`config.mk`:
```
export PLATFORM = sky130hd
export DESIGN_NAME = nmea_rmc_deg_conv
export DESIGN_NICKNAME = d
export VERILOG_FILES = /design/src/nmea_rmc_pkg.sv /design/src/nmea_rmc_deg_conv.sv
export SDC_FILE = /design/constraint.sdc
export NUM_CORES = 2
export LEC_CHECK = 0
export BUFFER_PORTS_ARGS = -buffer_cell sky130_fd_sc_hd__buf_2
export CORE_ASPECT_RATIO = 0.9
export CORE_MARGIN = 4
export CORE_UTILIZATION = 45
export CTS_CLUSTER_DIAMETER = 50
export DETAILED_ROUTE_END_ITERATION = 10
export PLACE_DENSITY = 0.68
export SYNTH_ARGS = -nofsm -noshare
export SYNTH_HDL_FRONTEND = slang
export SYNTH_SLANG_ARGS = --single-unit
```
`constraint.sdc`:
```
create_clock -name i_clk -period 12.83 [get_ports i_clk]
set_input_delay 0.6415 -clock i_clk [delete_from_list [all_inputs] [get_ports i_clk]]
set_output_delay 0.6415 -clock i_clk [all_outputs]
set_load 0.05 [all_outputs]
```
`src/nmea_rmc_pkg.sv`:
```
// Shared types, character codes and constant tables for the RMC position extractor.
// Used by nmea_rmc_parser, nmea_rmc_deg_conv and nmea_rmc_position_extractor_top.
package nmea_rmc_pkg;

    localparam int ACC_W      = 31;
    localparam int FRAC_CNT_W = 4;
    localparam int CONV_STAGES = 8;

    localparam logic [2:0] PREFIX_LEN = 3'd6;
    localparam logic [3:0] COMMA_MAX  = 4'd15;
    localparam logic [3:0] LAT_FIELD  = 4'd3;
    localparam logic [3:0] LON_FIELD  = 4'd5;

    localparam logic [ACC_W-1:0] ACC_MAX   = 31'h7FFF_FFFF;
    localparam logic [ACC_W-1:0] OUT_MAX   = 31'd1800000000;
    localparam logic [63:0]      OUT_SCALE = 64'd10000000;

    localparam logic [7:0] CH_COMMA = 8'h2C;
    localparam logic [7:0] CH_POINT = 8'h2E;
    localparam logic [7:0] CH_CR    = 8'h0D;
    localparam logic [7:0] CH_LF    = 8'h0A;
    localparam logic [7:0] CH_ZERO  = 8'h30;
    localparam logic [7:0] CH_NINE  = 8'h39;

    typedef enum logic [2:0] {
        ST_OK     = 3'd0,
        ST_PREFIX = 3'd1,
        ST_FIELDS = 3'd2,
        ST_EMPTY  = 3'd3,
        ST_NUMBER = 3'd4
    } t_status;

    // Everything the converter needs about one finished line.
    typedef struct packed {
        t_status                 status;
        logic [ACC_W-1:0]        lat_acc;
        logic [FRAC_CNT_W-1:0]   lat_frac;
        logic [ACC_W-1:0]        lon_acc;
        logic [FRAC_CNT_W-1:0]   lon_frac;
    } t_snap;

    // Expected "$GNRMC" character at a prefix position.
    function automatic logic [7:0] prefix_char(input logic [2:0] pos);
        logic [7:0] ch;
        unique case (pos)
            3'd0:    ch = 8'h24;   // $
            3'd1:    ch = 8'h47;   // G
            3'd2:    ch = 8'h4E;   // N
            3'd3:    ch = 8'h52;   // R
            3'd4:    ch = 8'h4D;   // M
            3'd5:    ch = 8'h43;   // C
            default: ch = 8'h00;
        endcase
        return ch;
    endfunction

    // Powers of ten, 10^0 .. 10^8.
    function automatic logic [63:0] pow10(input logic [3:0] n);
        logic [63:0] p;
        unique case (n)
            4'd0:    p = 64'd1;
            4'd1:    p = 64'd10;
            4'd2:    p = 64'd100;
            4'd3:    p = 64'd1000;
            4'd4:    p = 64'd10000;
            4'd5:    p = 64'd100000;
            4'd6:    p = 64'd1000000;
            4'd7:    p = 64'd10000000;
            4'd8:    p = 64'd100000000;
            default: p = 64'd0;
        endcase
        return p;
    endfunction

endpackage

```
`src/nmea_rmc_deg_conv.sv`:
```
// Eight-stage pipeline: fixed-point ddmm.mmmm value to degrees times 10^7, saturated.
// Depends on nmea_rmc_pkg; stage enables come from the top-level valid chain.
module nmea_rmc_deg_conv
    import nmea_rmc_pkg::*;
#(
    parameter int FRACTION_DIGITS = 5
) (
    input  logic                   i_clk,
    input  logic [CONV_STAGES-1:0] i_en,
    input  logic [ACC_W-1:0]       i_acc,
    input  logic [FRAC_CNT_W-1:0]  i_frac,
    output logic [ACC_W-1:0]       o_value
);

    localparam logic [63:0] SCALE = pow10(4'(FRACTION_DIGITS));
    localparam logic [63:0] HUND  = 64'd100 * SCALE;
    localparam logic [63:0] M1    = (64'd1 << 32) / HUND;
    // Common power of ten removed from minutes * 10^7 / (60 * scale)
    localparam int          G     = (FRACTION_DIGITS + 1 < 7) ? FRACTION_DIGITS + 1 : 7;
    localparam logic [63:0] NF    = pow10(4'(7 - G));
    localparam logic [63:0] DF    = 64'd6 * pow10(4'(FRACTION_DIGITS + 1 - G));
    localparam logic [63:0] M2    = (64'd1 << 32) / DF;

    // Stage 1: pad missing fraction digits
    logic [26:0]      pad_fac;
    logic [57:0]      pad_prod;
    logic [ACC_W-1:0] r_s1_v;
    // Stage 2: estimated whole degrees
    logic [63:0]      est1_prod;
    logic [ACC_W-1:0] r_s2_v, r_s2_q;
    // Stage 3: remainder (minutes, scaled)
    logic [ACC_W-1:0] r_s3_q, r_s3_rem;
    // Stage 4: one correction step
    logic [ACC_W-1:0] r_s4_q, r_s4_m;
    // Stage 5: scaled minutes and degree term
    logic [63:0]      deg_term;
    logic [ACC_W-1:0] r_s5_p, r_s5_dterm;
    // Stage 6: estimated minutes quotient
    logic [63:0]      est2_prod;
    logic [ACC_W-1:0] r_s6_p, r_s6_q2, r_s6_dterm;
    // Stage 7: quotient remainder
    logic [ACC_W-1:0] r_s7_q2, r_s7_r2, r_s7_dterm;
    // Stage 8: final sum and saturation
    logic [31:0]      sum;
    logic [ACC_W-1:0] r_s8_out;

    assign pad_fac   = 27'(pow10(4'(FRACTION_DIGITS) - i_frac));
    assign pad_prod  = 58'(i_acc) * 58'(pad_fac);
    assign est1_prod = 64'(r_s1_v) * 64'(M1[31:0]);
    assign deg_term  = 64'(r_s4_q) * OUT_SCALE;
    assign est2_prod = 64'(r_s5_p) * 64'(M2[31:0]);
    assign sum       = 32'(r_s7_dterm) + 32'(r_s7_q2)
                       + ((64'(r_s7_r2) >= DF) ? 32'd1 : 32'd0);

    always_ff @(posedge i_clk) begin
        if (i_en[0]) begin
            r_s1_v <= (pad_prod > 58'(ACC_MAX)) ? ACC_MAX : pad_prod[ACC_W-1:0];
        end
        if (i_en[1]) begin
            r_s2_v <= r_s1_v;
            r_s2_q <= est1_prod[62:32];
        end
        if (i_en[2]) begin
            r_s3_q   <= r_s2_q;
            r_s3_rem <= ACC_W'(64'(r_s2_v) - 64'(r_s2_q) * HUND);
        end
        if (i_en[3]) begin
            if (64'(r_s3_rem) >= HUND) begin
                r_s4_q <= r_s3_q + 1'b1;
                r_s4_m <= ACC_W'(64'(r_s3_rem) - HUND);
            end else begin
                r_s4_q <= r_s3_q;
                r_s4_m <= r_s3_rem;
            end
        end
        if (i_en[4]) begin
            r_s5_p     <= ACC_W'(64'(r_s4_m) * NF);
            // Clamp just above the output limit; the final stage saturates.
            r_s5_dterm <= (deg_term > 64'(OUT_MAX)) ? OUT_MAX + 1'b1 : deg_term[ACC_W-1:0];
        end
        if (i_en[5]) begin
            r_s6_p     <= r_s5_p;
            r_s6_q2    <= est2_prod[62:32];
            r_s6_dterm <= r_s5_dterm;
        end
        if (i_en[6]) begin
            r_s7_q2    <= r_s6_q2;
            r_s7_r2    <= ACC_W'(64'(r_s6_p) - 64'(r_s6_q2) * DF);
            r_s7_dterm <= r_s6_dterm;
        end
        if (i_en[7]) begin
            r_s8_out <= (sum > 32'(OUT_MAX)) ? OUT_MAX : sum[ACC_W-1:0];
        end
    end

    assign o_value = r_s8_out;

endmodule

```
# Yosys cells after proc, flatten, opt, wreduce, memory -nomap -nowiden
# Memories as Yosys holds them, arrays and structs flattened.
# Cells that the tools add are included.
# classes
magnitude_cmp	5
n_mux	4
add_sub_neg	7
n_mul	7
# ops
op	n
subtractor 31 bit	2
multiplier 30 x 29 -> 59 bit, second input constant	1
greater-than comparator 58 x 31 -> 1 bit, second input constant	1
multiplier 31 x 27 -> 58 bit	1
multiplier 31 x 9 -> 40 bit, second input constant	1
greater-than comparator 33 x 31 -> 1 bit, second input constant	1
adder 31 x 29 -> 32 bit	1
adder 32 x 1 -> 32 bit	1
greater-than comparator 32 x 31 -> 1 bit, second input constant	1
>= comparator 31 x 24 -> 1 bit, second input constant	1
>= comparator 31 x 3 -> 1 bit, second input constant	1
multiplier 31 x 3 -> 30 bit, second input constant	1
2-to-1 mux 31 bit	1
subtractor 31 x 24 -> 31 bit, second input constant	1
multiplier 29 x 2 -> 30 bit, second input constant	1
multiplier 9 x 17 -> 26 bit, second input constant	1
multiplier 8 x 17 -> 24 bit, second input constant	1
adder 8 x 1 -> 9 bit, second input constant	1
2-to-1 mux 8 bit	1
subtractor 3 x 4 -> 4 bit, first input constant	1
2-to-1 mux 1 bit	2
# word_totals
reg_bits	422
input_bits	44
mem_bits_ro	400
n_memories	1
# mem_list
memory	depth	word_bits	rd	rd_clocked_by_memory_dff	write_ports	line	text
(no name shown)	16	25	1	0	0	nmea_rmc_pkg.sv:60	unique case (n)

# Depth between registers and ports, before layout
# depth
ltp_word	4
ltp_mapped	38
depth_no_buf	35

# Worst setup path before layout
# No wires, ideal clock.
# synth_timing
path_type	input port to flip-flop
startpoint	in i_frac[1]
endpoint	reg r_s1_v[1], data pin
stages	34
setup_time_ns	0.259
required_time_ns	12.571
arrival_time_ns	9.117
setup_slack_ns	3.454
cell_sequence	ha_1 -> xnor2_1 -> clkbuf_1 -> nand2_1 -> nor2_1 -> clkbuf_1 -> clkbuf_1 -> o21ai_0 -> fa_1 -> inv_1 -> fa_1 -> fa_1 -> fa_1 -> fa_1 -> fa_1 -> inv_1 -> fa_1 -> inv_1 -> ha_1 -> clkbuf_1 -> a21o_1 -> a21oi_1 -> nor2b_1 -> nor3_1 -> o31ai_1 -> o31ai_1 -> a21oi_1 -> a211o_1 -> xnor2_1 -> nand4_1 -> nor4_1 -> nand4_1 -> buf_2 -> or2_1
# synth_between
elab_chain_cells	4
# synth_lines
item	line	text
start, declared	nmea_rmc_deg_conv.sv:11	input logic [FRAC_CNT_W-1:0] i_frac,
subtractor 3 x 4 -> 4 bit (*)	nmea_rmc_deg_conv.sv:47	assign pad_fac = 27'(pow10(4'(FRACTION_DIGITS) - i_frac));
memory (16 x 25 bit) (*)	--	
multiplier 31 x 27 -> 58 bit (*)	nmea_rmc_deg_conv.sv:48	assign pad_prod = 58'(i_acc) * 58'(pad_fac);
greater-than comparator 58 x 31 -> 1 bit	nmea_rmc_deg_conv.sv:57	r_s1_v <= (pad_prod > 58'(ACC_MAX)) ? ACC_MAX : pad_prod[ACC_W-1:0];
end signal, assigned	nmea_rmc_deg_conv.sv:57	
end, declared	nmea_rmc_deg_conv.sv:27	logic [ACC_W-1:0] r_s1_v;
# Every way passes the cells marked *; elsewhere a longest branch is shown, timed or not.
# A chain may end at the register's enable or synchronous reset.

# Worst setup path in the final report
# layout_timing
startpoint	in i_frac[1]
endpoint	reg r_s1_v[29], data pin
# The elaborated chain is that of the path after synthesis.

==> results.sh <==
export IMPL_antenna_found_initial=4
export IMPL_synth_nets=8862
export IMPL_layout_min_cycle_time_ps=10740
export IMPL_worst_pin_slew_ps=1520
export IMPL_ios=75
export IMPL_path_class="input port to flop"
export IMPL_reg2reg_from="r_s5_p[16]$_DFFE_PP_"
export IMPL_fp_dieArea_um2=157000
export IMPL_min_path_cells=0
export IMPL_nets=8862
export IMPL_globalplace_congestion=0.962
export IMPL_maxCapViolCount=1
export IMPL_reg2reg_depth=28
export IMPL_hold_path_class="flop to flop"
export IMPL_syn_cell_area_um2=67900
export IMPL_die_w_um=417
export IMPL_cts_hold_buf=0
export IMPL_h_tree_depth=2
export IMPL_crit_top_cell="fa_1"
export IMPL_netlist_instances=6696
export IMPL_first_global_vias=50300
export IMPL_cts_setup_buffers=0
export IMPL_slew_headroom=-0.0200
export IMPL_ys_ff_latch=402
export IMPL_crit_slowest_cell="and3_2"
export IMPL_critPathLaunchType="input port"
export IMPL_root_buffer="clkbuf_16"
export IMPL_synth_avg_cell_area_um2=10.1
export IMPL_crit_path_start="i_frac[1]"
export IMPL_async_reset_ff_frac=0
export IMPL_wl_per_cell_um=19.5
export IMPL_clkSlewWorstSetupHoldPaths_ps=60
export IMPL_firstDrtPassIters=5
export IMPL_critPathCaptureType="flop"
export IMPL_cts_buffers=44
export IMPL_clock_skew_ps=21.5
export IMPL_clockBufferDepth=3
export IMPL_start_util=0.455
export IMPL_clkLatencyLatePin_ps=580
export IMPL_fin_area_um2=71800
export IMPL_violations="capacitance limit, slew limit"
export IMPL_multiInputGateArea_um2=49100
export IMPL_route_detailed_drc=0
export IMPL_postRouteAntennaNets=0
export IMPL_synth_edff_count=402
export IMPL_overflow=0
export IMPL_critical_path_max_stage_delay_ps=800
export IMPL_viasPerCell=5.27
export IMPL_syn2layout_area_growth_pct=5.84
export IMPL_fill_cells=13600
export IMPL_fin_crit_sh=0.837
export IMPL_cts_sinks=402
export IMPL_rsz0062_at_grt="false"
export IMPL_final_max_slew_viol_count=15
export IMPL_grt_pass1_wl_um=274000
export IMPL_min_from="r_s5_dterm[10]$_SDFFCE_PP0P_"
export IMPL_yosys_warnings=0
export IMPL_place_hpwl_um=141000
export IMPL_register_area_um2=12100
export IMPL_fmax_mhz=93.1
export IMPL_totalWireLength_um=169000
export IMPL_yosysSeqAreaShare=0.178
export IMPL_core_area_um2=149000
export IMPL_cts_resized_gates=0
export IMPL_setup_violations=0
export IMPL_drtIter0Drc=2840
export IMPL_worstPathRequired_ps=13150
export IMPL_grt_max_degree=85
export IMPL_io_buffers=74
export IMPL_via_count=45900
export IMPL_timing_critical_path_arrival_ps=11070
export IMPL_drive_above_1_share=0.0349
export IMPL_rows=134
export IMPL_status="finished, violations left"
export IMPL_track_usage=0.222
export IMPL_finalHoldViolCount=0
export IMPL_cts_tree="yes"
export IMPL_synth_top_flop_cell="edfxtp_1"
export IMPL_fp_dieH_um=376
export IMPL_setup_tns_ps=0
export IMPL_worstPathMaxFanout=38
export IMPL_synth_cell_type_count=85
export IMPL_post_dp_cell_area_um2=70400
==> path summary, 6_finish.rpt <==
path / end / slack (ps)
setup reg to reg: r_s6_q2[28]$_DFFE_PP_ / 3460
hold / removal: r_s6_dterm[10]$_DFFE_PP_ / 420
hold reg to reg: r_s6_dterm[10]$_DFFE_PP_ / 420
setup / recovery: r_s1_v[29]$_SDFFCE_PN1P_ / 2090
==> logic make-up (layout without fill, tap and decap cells) <==
logic type	after synthesis	count (layout)	share of synthesized area
compound gates	775	775	0.0738
fa+ha+maj	2123	2123	0.516
simple gates	1316	1316	0.0973
mux	6	6	0.000959
other cells	0	1	0
buf+inv	1809	1842	0.100
flops	402	402	0.178
xor+xnor	265	265	0.0342
==> layout make-up <==
type                            count  share of cell area
Antenna cell                        1           0.0000348
Clock buffer                       50              0.0159
Clock inverter                     29             0.00397
Inverter                         1672              0.0874
Multi-Input combinational cell   4485               0.683
Sequential cell                   402               0.168
Tap cell                         1972              0.0344
Timing Repair Buffer               91             0.00700
==> metrics by stage <==
step                      std cells  setup WS [ps]  hold slack (ps)  utilization
after floorplan                6696           3450              400            -
after global placement         8622           1870              400        0.472
after detailed placement       8622           1600              405        0.472
after CTS                      8701           2190              419        0.482
after global routing           8701           1450              424        0.482
final                          8702           2090              416        0.482
==> cells in the final DEF (no fill, tap or decap), types with 7 or more instances in the layout <==
cell type and n:
inv_1 1672, fa_1 1123, ha_1 999, nand2_1 428, edfxtp_1 402, and2_1 243
a21oi_1 215, nor2_1 200, xnor2_1 166, o21ai_0 163, a21o_1 127, xor2_1 99
nand2b_1 75, buf_2 72, nand3_1 64, and3_1 61, nor3_1 52, clkbuf_16 45
o21a_1 43, o21bai_1 42, nor2b_1 40, or2_2 35, nand4_1 34, a211oi_1 23
a31oi_1 21, nor4_1 20, buf_4 19, a21boi_0 16, o211ai_1 14, or3_1 13
o31ai_1 13, a41oi_1 11, clkinv_1 10, a31o_2 9, and4_1 9, o22ai_1 7
or2_1 7
==> layer usage <==
layer / GRT usage / share of wire
met5: 0 / 0.000065
met4: 0.0781 / 0.041
met3: 0.0310 / 0.061
met2: 0.380 / 0.48
met1: 0.290 / 0.42
==> flip-flops by register name (all words and copies together), names as in the netlist, 29 cells and up <==
signal and count:
o_value 31, r_s1_v 31, r_s2_v 31, r_s3_rem 31, r_s4_m 30, r_s5_p 30, r_s6_p 30, r_s6_q2 29
r_s7_q2 29, r_s7_r2 30
==> critical path, delay by kind of cell <==
family | cells | cell delay [ps]
buffers and inverters | 7 | 1250
AO/OA/AOI/OAI | 3 | 720
adder cells (fa/ha/maj) | 9 | 4320
XOR/XNOR | 2 | 900
AND/OR/NAND/NOR | 12 | 3210
==> synth_stat cells (all sizes together) (53+ instances only) <==
cell type,number,area [um2]
a21o,127,953
nand2b,75,469
xor2,99,867
fa,1123,22500
a21oi,220,1120
inv,1672,6280
nor3,53,265
and3,66,413
o21ai,169,850
ha,999,12500
edfxtp,402,12100
xnor2,166,1450
nor2,202,766
nand2,428,1610
and2,243,1520
clkbuf,132,495
nand3,64,320
Power is not shown: default switching activity piles up to over one toggle a cycle in this logic, so the estimate is an artifact.
