[config.mk]
export PLATFORM = sky130hd
export DESIGN_NAME = nmea_rmc_parser
export DESIGN_NICKNAME = d
export VERILOG_FILES = /design/src/nmea_rmc_pkg.sv /design/src/nmea_rmc_parser.sv
export SDC_FILE = /design/constraint.sdc
export NUM_CORES = 1
export LEC_CHECK = 0
export BUFFER_PORTS_ARGS = -buffer_cell sky130_fd_sc_hd__buf_2
export CORE_UTILIZATION = 62
export DETAILED_ROUTE_END_ITERATION = 7
export PLACE_DENSITY = 0.83
export SLEW_MARGIN = 5
export SYNTH_ARGS = -nofsm -noshare
export SYNTH_HDL_FRONTEND = slang
export SYNTH_SLANG_ARGS = --single-unit
[constraint.sdc]
create_clock -name i_clk -period 9.3 [get_ports i_clk]
set_input_delay 0.465 -clock i_clk [delete_from_list [all_inputs] [get_ports i_clk]]
set_output_delay 0.465 -clock i_clk [all_outputs]
set_load 0.02 [all_outputs]
[src/nmea_rmc_pkg.sv]
// Shared types, character codes and constant tables for the RMC position extractor.
// Used by nmea_rmc_parser, nmea_rmc_deg_conv and nmea_rmc_position_extractor_top.
package nmea_rmc_pkg;

    localparam int ACC_W      = 31;
    localparam int FRAC_CNT_W = 4;
    localparam int CONV_STAGES = 8;

    localparam logic [2:0] PREFIX_LEN = 3'd6;
    localparam logic [3:0] COMMA_MAX  = 4'd15;
    localparam logic [3:0] LAT_FIELD  = 4'd3;
    localparam logic [3:0] LON_FIELD  = 4'd5;

    localparam logic [ACC_W-1:0] ACC_MAX   = 31'h7FFF_FFFF;
    localparam logic [ACC_W-1:0] OUT_MAX   = 31'd1800000000;
    localparam logic [63:0]      OUT_SCALE = 64'd10000000;

    localparam logic [7:0] CH_COMMA = 8'h2C;
    localparam logic [7:0] CH_POINT = 8'h2E;
    localparam logic [7:0] CH_CR    = 8'h0D;
    localparam logic [7:0] CH_LF    = 8'h0A;
    localparam logic [7:0] CH_ZERO  = 8'h30;
    localparam logic [7:0] CH_NINE  = 8'h39;

    typedef enum logic [2:0] {
        ST_OK     = 3'd0,
        ST_PREFIX = 3'd1,
        ST_FIELDS = 3'd2,
        ST_EMPTY  = 3'd3,
        ST_NUMBER = 3'd4
    } t_status;

    // Everything the converter needs about one finished line.
    typedef struct packed {
        t_status                 status;
        logic [ACC_W-1:0]        lat_acc;
        logic [FRAC_CNT_W-1:0]   lat_frac;
        logic [ACC_W-1:0]        lon_acc;
        logic [FRAC_CNT_W-1:0]   lon_frac;
    } t_snap;

    // Expected "$GNRMC" character at a prefix position.
    function automatic logic [7:0] prefix_char(input logic [2:0] pos);
        logic [7:0] ch;
        unique case (pos)
            3'd0:    ch = 8'h24;   // $
            3'd1:    ch = 8'h47;   // G
            3'd2:    ch = 8'h4E;   // N
            3'd3:    ch = 8'h52;   // R
            3'd4:    ch = 8'h4D;   // M
            3'd5:    ch = 8'h43;   // C
            default: ch = 8'h00;
        endcase
        return ch;
    endfunction

    // Powers of ten, 10^0 .. 10^8.
    function automatic logic [63:0] pow10(input logic [3:0] n);
        logic [63:0] p;
        unique case (n)
            4'd0:    p = 64'd1;
            4'd1:    p = 64'd10;
            4'd2:    p = 64'd100;
            4'd3:    p = 64'd1000;
            4'd4:    p = 64'd10000;
            4'd5:    p = 64'd100000;
            4'd6:    p = 64'd1000000;
            4'd7:    p = 64'd10000000;
            4'd8:    p = 64'd100000000;
            default: p = 64'd0;
        endcase
        return p;
    endfunction

endpackage

[src/nmea_rmc_parser.sv]
// Per-character sentence state: prefix check, comma count, coordinate accumulators.
// Depends on nmea_rmc_pkg; gives the line snapshot for the transaction that ends a line.
module nmea_rmc_parser
    import nmea_rmc_pkg::*;
#(
    parameter int FRACTION_DIGITS = 5
) (
    input  logic       i_clk,
    input  logic       i_rst_n,
    input  logic       i_accept,
    input  logic [7:0] i_char_byte,
    input  logic       i_end_of_line,
    output t_snap      o_snap
);

    localparam logic [FRAC_CNT_W-1:0] FRAC_LIM = FRAC_CNT_W'(FRACTION_DIGITS);

    logic [2:0]            r_pos,        n_pos;
    logic                  r_prefix_bad, n_prefix_bad;
    logic [3:0]            r_comma,      n_comma;
    logic [ACC_W-1:0]      r_lat_acc,    n_lat_acc;
    logic [ACC_W-1:0]      r_lon_acc,    n_lon_acc;
    logic [FRAC_CNT_W-1:0] r_lat_frac,   n_lat_frac;
    logic [FRAC_CNT_W-1:0] r_lon_frac,   n_lon_frac;
    logic                  r_lat_point,  n_lat_point;
    logic                  r_lon_point,  n_lon_point;
    logic                  r_lat_present, n_lat_present;
    logic                  r_lon_present, n_lon_present;
    logic                  r_num_bad,    n_num_bad;

    // Feed path for whichever coordinate field is open
    logic                  in_lat;
    logic [ACC_W-1:0]      sel_acc,   f_acc;
    logic [FRAC_CNT_W-1:0] sel_frac,  f_frac;
    logic                  sel_point, f_point;
    logic                  f_bad;
    logic                  is_digit;
    logic [34:0]           shifted;
    t_status               status;

    assign in_lat    = (r_comma == LAT_FIELD);
    assign sel_acc   = in_lat ? r_lat_acc   : r_lon_acc;
    assign sel_frac  = in_lat ? r_lat_frac  : r_lon_frac;
    assign sel_point = in_lat ? r_lat_point : r_lon_point;
    assign is_digit  = (i_char_byte >= CH_ZERO) && (i_char_byte <= CH_NINE);
    assign shifted   = 35'(sel_acc) * 35'd10 + 35'(i_char_byte - CH_ZERO);

    always_comb begin
        f_acc   = sel_acc;
        f_frac  = sel_frac;
        f_point = sel_point;
        f_bad   = 1'b0;
        if (is_digit) begin
            if (!sel_point || (sel_frac < FRAC_LIM)) begin
                f_acc = (shifted > 35'(ACC_MAX)) ? ACC_MAX : shifted[ACC_W-1:0];
            end
            if (sel_point && (sel_frac < FRAC_LIM)) begin
                f_frac = sel_frac + 1'b1;
            end
        end else if (i_char_byte == CH_POINT) begin
            if (sel_point) begin
                f_bad = 1'b1;
            end
            f_point = 1'b1;
        end else begin
            f_bad = 1'b1;
        end
    end

    always_comb begin
        n_pos         = r_pos;
        n_prefix_bad  = r_prefix_bad;
        n_comma       = r_comma;
        n_lat_acc     = r_lat_acc;
        n_lon_acc     = r_lon_acc;
        n_lat_frac    = r_lat_frac;
        n_lon_frac    = r_lon_frac;
        n_lat_point   = r_lat_point;
        n_lon_point   = r_lon_point;
        n_lat_present = r_lat_present;
        n_lon_present = r_lon_present;
        n_num_bad     = r_num_bad;
        if (i_accept && (i_char_byte != CH_CR) && (i_char_byte != CH_LF)) begin
            if (r_pos < PREFIX_LEN) begin
                if (i_char_byte != prefix_char(r_pos)) begin
                    n_prefix_bad = 1'b1;
                end
                n_pos = r_pos + 1'b1;
            end
            if (i_char_byte == CH_COMMA) begin
                if (r_comma != COMMA_MAX) begin
                    n_comma = r_comma + 1'b1;
                end
            end else if (r_comma == LAT_FIELD) begin
                n_lat_present = 1'b1;
                n_lat_acc     = f_acc;
                n_lat_frac    = f_frac;
                n_lat_point   = f_point;
                n_num_bad     = r_num_bad | f_bad;
            end else if (r_comma == LON_FIELD) begin
                n_lon_present = 1'b1;
                n_lon_acc     = f_acc;
                n_lon_frac    = f_frac;
                n_lon_point   = f_point;
                n_num_bad     = r_num_bad | f_bad;
            end
        end
    end

    // Status of the line as it stands after the current character
    always_comb begin
        priority if (n_prefix_bad || (n_pos < PREFIX_LEN)) begin
            status = ST_PREFIX;
        end else if ((n_comma < LON_FIELD) || ((n_comma == LON_FIELD) && !n_lon_present)) begin
            status = ST_FIELDS;
        end else if (!n_lat_present || !n_lon_present) begin
            status = ST_EMPTY;
        end else if (n_num_bad) begin
            status = ST_NUMBER;
        end else begin
            status = ST_OK;
        end
    end

    assign o_snap.status   = status;
    assign o_snap.lat_acc  = n_lat_acc;
    assign o_snap.lat_frac = n_lat_frac;
    assign o_snap.lon_acc  = n_lon_acc;
    assign o_snap.lon_frac = n_lon_frac;

    always_ff @(posedge i_clk) begin
        if (!i_rst_n || (i_accept && i_end_of_line)) begin
            r_pos         <= '0;
            r_prefix_bad  <= 1'b0;
            r_comma       <= '0;
            r_lat_acc     <= '0;
            r_lon_acc     <= '0;
            r_lat_frac    <= '0;
            r_lon_frac    <= '0;
            r_lat_point   <= 1'b0;
            r_lon_point   <= 1'b0;
            r_lat_present <= 1'b0;
            r_lon_present <= 1'b0;
            r_num_bad     <= 1'b0;
        end else begin
            r_pos         <= n_pos;
            r_prefix_bad  <= n_prefix_bad;
            r_comma       <= n_comma;
            r_lat_acc     <= n_lat_acc;
            r_lon_acc     <= n_lon_acc;
            r_lat_frac    <= n_lat_frac;
            r_lon_frac    <= n_lon_frac;
            r_lat_point   <= n_lat_point;
            r_lon_point   <= n_lon_point;
            r_lat_present <= n_lat_present;
            r_lon_present <= n_lon_present;
            r_num_bad     <= n_num_bad;
        end
    end

endmodule

; ---- Word level (Yosys, flattened, before mapping)
; Cells that the tools add are included.
[word_totals]
out_inout_bits = 73
input_bits = 12
register_bits = 83
elab_cells = 113
[op_classes]
eq_ne = 14
n_bitwise = 3
n_lt_le_gt_ge = 7
reduce_logical = 18
n_addsub = 5
n_mul = 1
mux = 53
[op_table]
columns = cell, n
row1 = $mux W31, 11
row2 = $mux W4, 13
row3 = $pmux W7 S6, 1
row4 = $add A35 B35 Y35, 1
row5 = $gt A35 B31 Y1 const B, 1
row6 = $mul A31 B3 Y34 const B, 1
row7 = $mux W1, 20
row8 = $mux W3, 6
row9 = $eq A8 B6 Y1 const B, 2
row10 = $mux W8, 2
row11 = $ne A8 B4 Y1 const B, 2
row12 = $sub A8 B6 Y9 const B, 1
row13 = $add A4 B1 Y4 const B, 2
row14 = $eq A4 B3 Y1 const B, 2
row15 = $ge A8 B6 Y1 const B, 1
row16 = $le A8 B6 Y1 const B, 1
row17 = $lt A4 B3 Y1 const B, 2
row18 = $ne A8 B8 Y1, 1
row19 = $eq A3 B2 Y1 const B, 2
row20 = $eq A3 B3 Y1 const B, 2
row21 = $logic_and A1 B1 Y1, 6
row22 = $lt A3 B3 Y1 const B, 2
row23 = $logic_or A1 B1 Y1, 5
row24 = $eq A4 B2 Y1 const B, 1
row25 = other kinds (9), 13

; ---- Logic depth before layout (Yosys ltp)
[logic_depth]
depth_word = 14
mapped_depth = 32
mapped_depth_nobuf = 26

; ---- Worst setup path after synthesis
; OpenSTA, ideal clock, no wires.
[synth_path]
kind = reg-to-output
startpoint = register r_comma[0]
endpoint = output port o_snap[20] (netlist name)
path_buffers = 6
path_stages_with_launch = 31
arrival_ns = 7.452
required_ns = 8.835
slack_ns = 1.383
cell_sequence = dfxtp_1 -> ha_1 -> nor3b_1 -> buf_2 -> clkbuf_1 -> buf_1 -> clkbuf_1 -> mux2_2 -> ha_1 -> ha_1 -> a21o_1 -> a21oi_1 -> o21ai_0 -> a31oi_1 -> o21bai_1 -> a2111o_1 -> a41o_1 -> a21oi_1 -> xnor2_1 -> ha_1 -> a21o_1 -> a31oi_1 -> o31ai_4 -> a21oi_1 -> o21ai_1 -> a211oi_2 -> o2111ai_2 -> or2_1 -> buf_2 -> buf_6 -> o31a_1
[synth_lines]
columns = item, line_no
row1 = from (decl), nmea_rmc_parser.sv:20  ; logic [3:0] r_comma, n_comma;
row2 = from (signal assigned), nmea_rmc_parser.sv:148  ; r_comma <= n_comma;
row3 = to (decl), nmea_rmc_parser.sv:13  ; output t_snap o_snap

==> qor.yml <==
die:
  start_util_pct: 63.92
  core_area_mm2: 0.01459
  dieHeight_um: 124.6
  io_pins: 85
  die_w_um: 124.6
  dieArea_mm2: 0.01554
  row_count: 44
sta:
  worst_pin_slew_ps: 1090
  setup-violations-final: 0
  rsz0062_at_grt: "no"
  fin_skew_ps: 6.606
  slew_viol_final: 0
  max_freq_mhz: 114.2
  min_period_over_period_pct: 94.16
  setup_tns_ps: 0
  fin_ws_ps: 543.5
  maxSlewHeadroom_pct: 27.31
  hold_ws_ps: 472.9
  hold_viol_final: 0
  period_minus_slack_ps: 8756
cts:
  cts_tree: "yes"
  h-tree-depth: 3
  cts.sinks: 83
  clk_latency_ps: 350
  ctsHoldBuffers: 0
  clkSlewWorstSetupHoldPaths_ps: 70
  root_buffer: "clkbuf_16"
  cts_max_path_buffers: 2
  cts_setup_buffers: 0
  cts_buffers: 9
route:
  drt-initial-drc-count: 1132
  vias_per_cell: 6.796
  ant_nets: 0
  drc: 0
  vias: 10100
  wl_per_cell_um: 19.26
  drt-pass1-iter-count: 6
  drt-total-wl_mm: 28.62
global_route:
  grt_max_degree: 84
  antenna_found_initial: 0
  grt.overflow.total: 0
  grt_pass1_wl_mm: 46.25
  grt_use_total_pct: 36.25
  grt_pass1_vias: 9098
setup_path:
  reg2reg_slack_ps: 1420
  rr_worst_depth: 26
  cp.required_ps: 8840
  cpPeakStageDelay_ps: 520
  worstReg2RegEnd: "r_lon_acc[21]"
  crit_path_end_kind: "primary output"
  cp_max_fo: 46
  rr_startpoint: "r_comma[0]"
  path_common_cell: "ha_1"
  crit_type: "reg -> out"
  slowest_stage: "o41ai_1"
  arrival_ps: 8290
  cp-start-kind: "register"
worst_hold_path:
  hold_class: "reg -> reg"
  whs_path_depth: 2
  hp-start: "r_lon_acc[18]"
  whs_endpoint: "r_lon_acc[18]"
synthesis:
  ys_seq_area_share_pct: 17.82
  syn_inst: 1273
  syn_nets: 1380
  ys_warn_count: 0
  synth-async-reset-ratio_pct: 0
  ys_ff_latch: 83
  syn_area_mm2: 0.009325
  synth_edf_count: 0
  avgSynthCellArea_um2: 7.325
  yosysUniqueCellTypes: 72
  synth_flop_cell: "dfxtp_1"
placement:
  io_buffer_count: 84
  dp_hpwl_mm: 20.74
  place_ws_ps: 908.1
  place_congestion: 0.9620
power:
  max-vdd-ir-drop_mv: 0.09732
  p_per_area_mw_per_mm2: 83.44
  p_leak_uw: 0.004497
final_layout:
  antennaDiodeCount: 0
  synthToLayoutAreaGrowth_pct: 8.534
  layout_commonest_cell: "nand2_1"
  finalNetCount: 1404
  drive_above_1_share_pct: 11.98
  final_cell_mix: "120 x nand2_1, 98 x nor2_1, 95 x a21oi_1"
status:
  outcome: "complete, no violations"
run:
  maxCapViolations: 0
worst max-delay path by stage:
stage,startpoint,endpoint,slack (ps)
after floorplan,r_comma[0],o_snap[20],1380
after global placement,r_comma[0],o_snap[15],1120
after detailed placement,r_comma[0],o_snap[15],910
after CTS,r_comma[0],o_snap[15],480
after global routing,r_comma[0],o_snap[24],10
final,r_comma[0],o_snap[13],540
critical path, delay by kind of cell, from the launching register on:
family,cells,cell delay (ps)
mux,2,660
compound gates,9,2620
buf+inv,5,1450
simple gates,6,1110
flops,1,410
fa+ha+maj,4,1430
xor+xnor,2,230
report_power, final:
| group | internal, µW | switching, µW |
|---|---|---|
| Sequential | 356 | 1.03 |
| Clock | 213 | 168 |
| Combinational | 32.1 | 74.0 |
metrics by stage:
stage	power (µW)	cell area, µm²	utilization [%]	std cells
2_1_floorplan	437.4	9325	-	1273
3_3_place_gp	465.5	9789	67.10	1470
3_5_place_dp	467.3	9789	67.10	1470
4_1_cts	840.0	10100	69.20	1486
5_1_grt	867.1	10120	69.37	1486
6_report	844.5	10120	69.37	1486
cell families (layout without fill, tap and decap cells):
logic type	after synthesis	after routing	share of synthesized area [%]
simple gates	415	415	21.13
mux	41	41	4.535
compound gates	424	424	30.44
xor+xnor	79	79	7.420
fa+ha+maj	95	95	12.91
flops	83	83	17.82
buf+inv	136	165	5.743
flip-flops by register name (all words and copies together) (netlist names):
signal         flops
r_lon_present      1
r_lat_frac         4
r_comma            4
r_pos              3
r_lat_acc         31
r_lon_frac         4
r_lat_point        1
r_lon_acc         31
r_num_bad          1
r_lon_point        1
r_prefix_bad       1
r_lat_present      1
final cells by class:
type / instances / area [µm²]
clock buffer: 9 / 225.2
tap: 184 / 230.2
inverter: 49 / 183.9
multi-input combinational: 1054 / 7198
fill: 1258 / 4468
timing repair buffer: 100 / 540.5
clock inverter: 7 / 81.33
sequential: 83 / 1662
cell usage after synthesis, drive strengths merged, types with 4 or more instances:
cell type / number / area, µm²
a211o: 4 / 35.03
a211oi: 28 / 215.2
a21o: 29 / 217.7
a21oi: 97 / 493.0
a311oi: 6 / 52.55
a31oi: 30 / 187.7
and2: 11 / 68.82
and3: 8 / 50.05
and4: 4 / 37.54
buf: 25 / 118.9
clkbuf: 62 / 232.7
dfxtp: 83 / 1662
ha: 93 / 1164
inv: 49 / 183.9
mux2: 10 / 112.6
mux2i: 31 / 310.3
nand2: 121 / 454.2
nand2b: 6 / 37.54
nand3: 68 / 340.3
nand4: 8 / 50.05
nor2: 99 / 374.1
nor2b: 10 / 62.56
nor3: 22 / 110.1
nor4: 25 / 156.4
o2111ai: 8 / 82.58
o211ai: 6 / 45.04
o21a: 13 / 97.59
o21ai: 94 / 474.2
o21bai: 14 / 105.1
o311a: 9 / 90.09
o31a: 9 / 78.83
o31ai: 40 / 314.0
o32ai: 11 / 96.34
or2: 4 / 25.03
or3: 20 / 125.1
xnor2: 60 / 525.5
xor2: 19 / 166.4
per-layer routing:
layer	vias up	part of all wire, %	global-route usage (%)	wire (µm)
met2	577	46	58.53	13180
met4	0	4.2	17.01	1216
met3	103	8.7	5.112	2493
met1	4647	41	47.50	11730
met5	-	0	0	0
li1	4772	-	-	-
repair_timing:
item / in CTS / in global routing
gates resized for setup: 0 / 4
endpoints found under the setup margin: 0 / 56
hold endpoints to repair: 0 / 0
No activity file was read; power rests on OpenSTA's default activity.
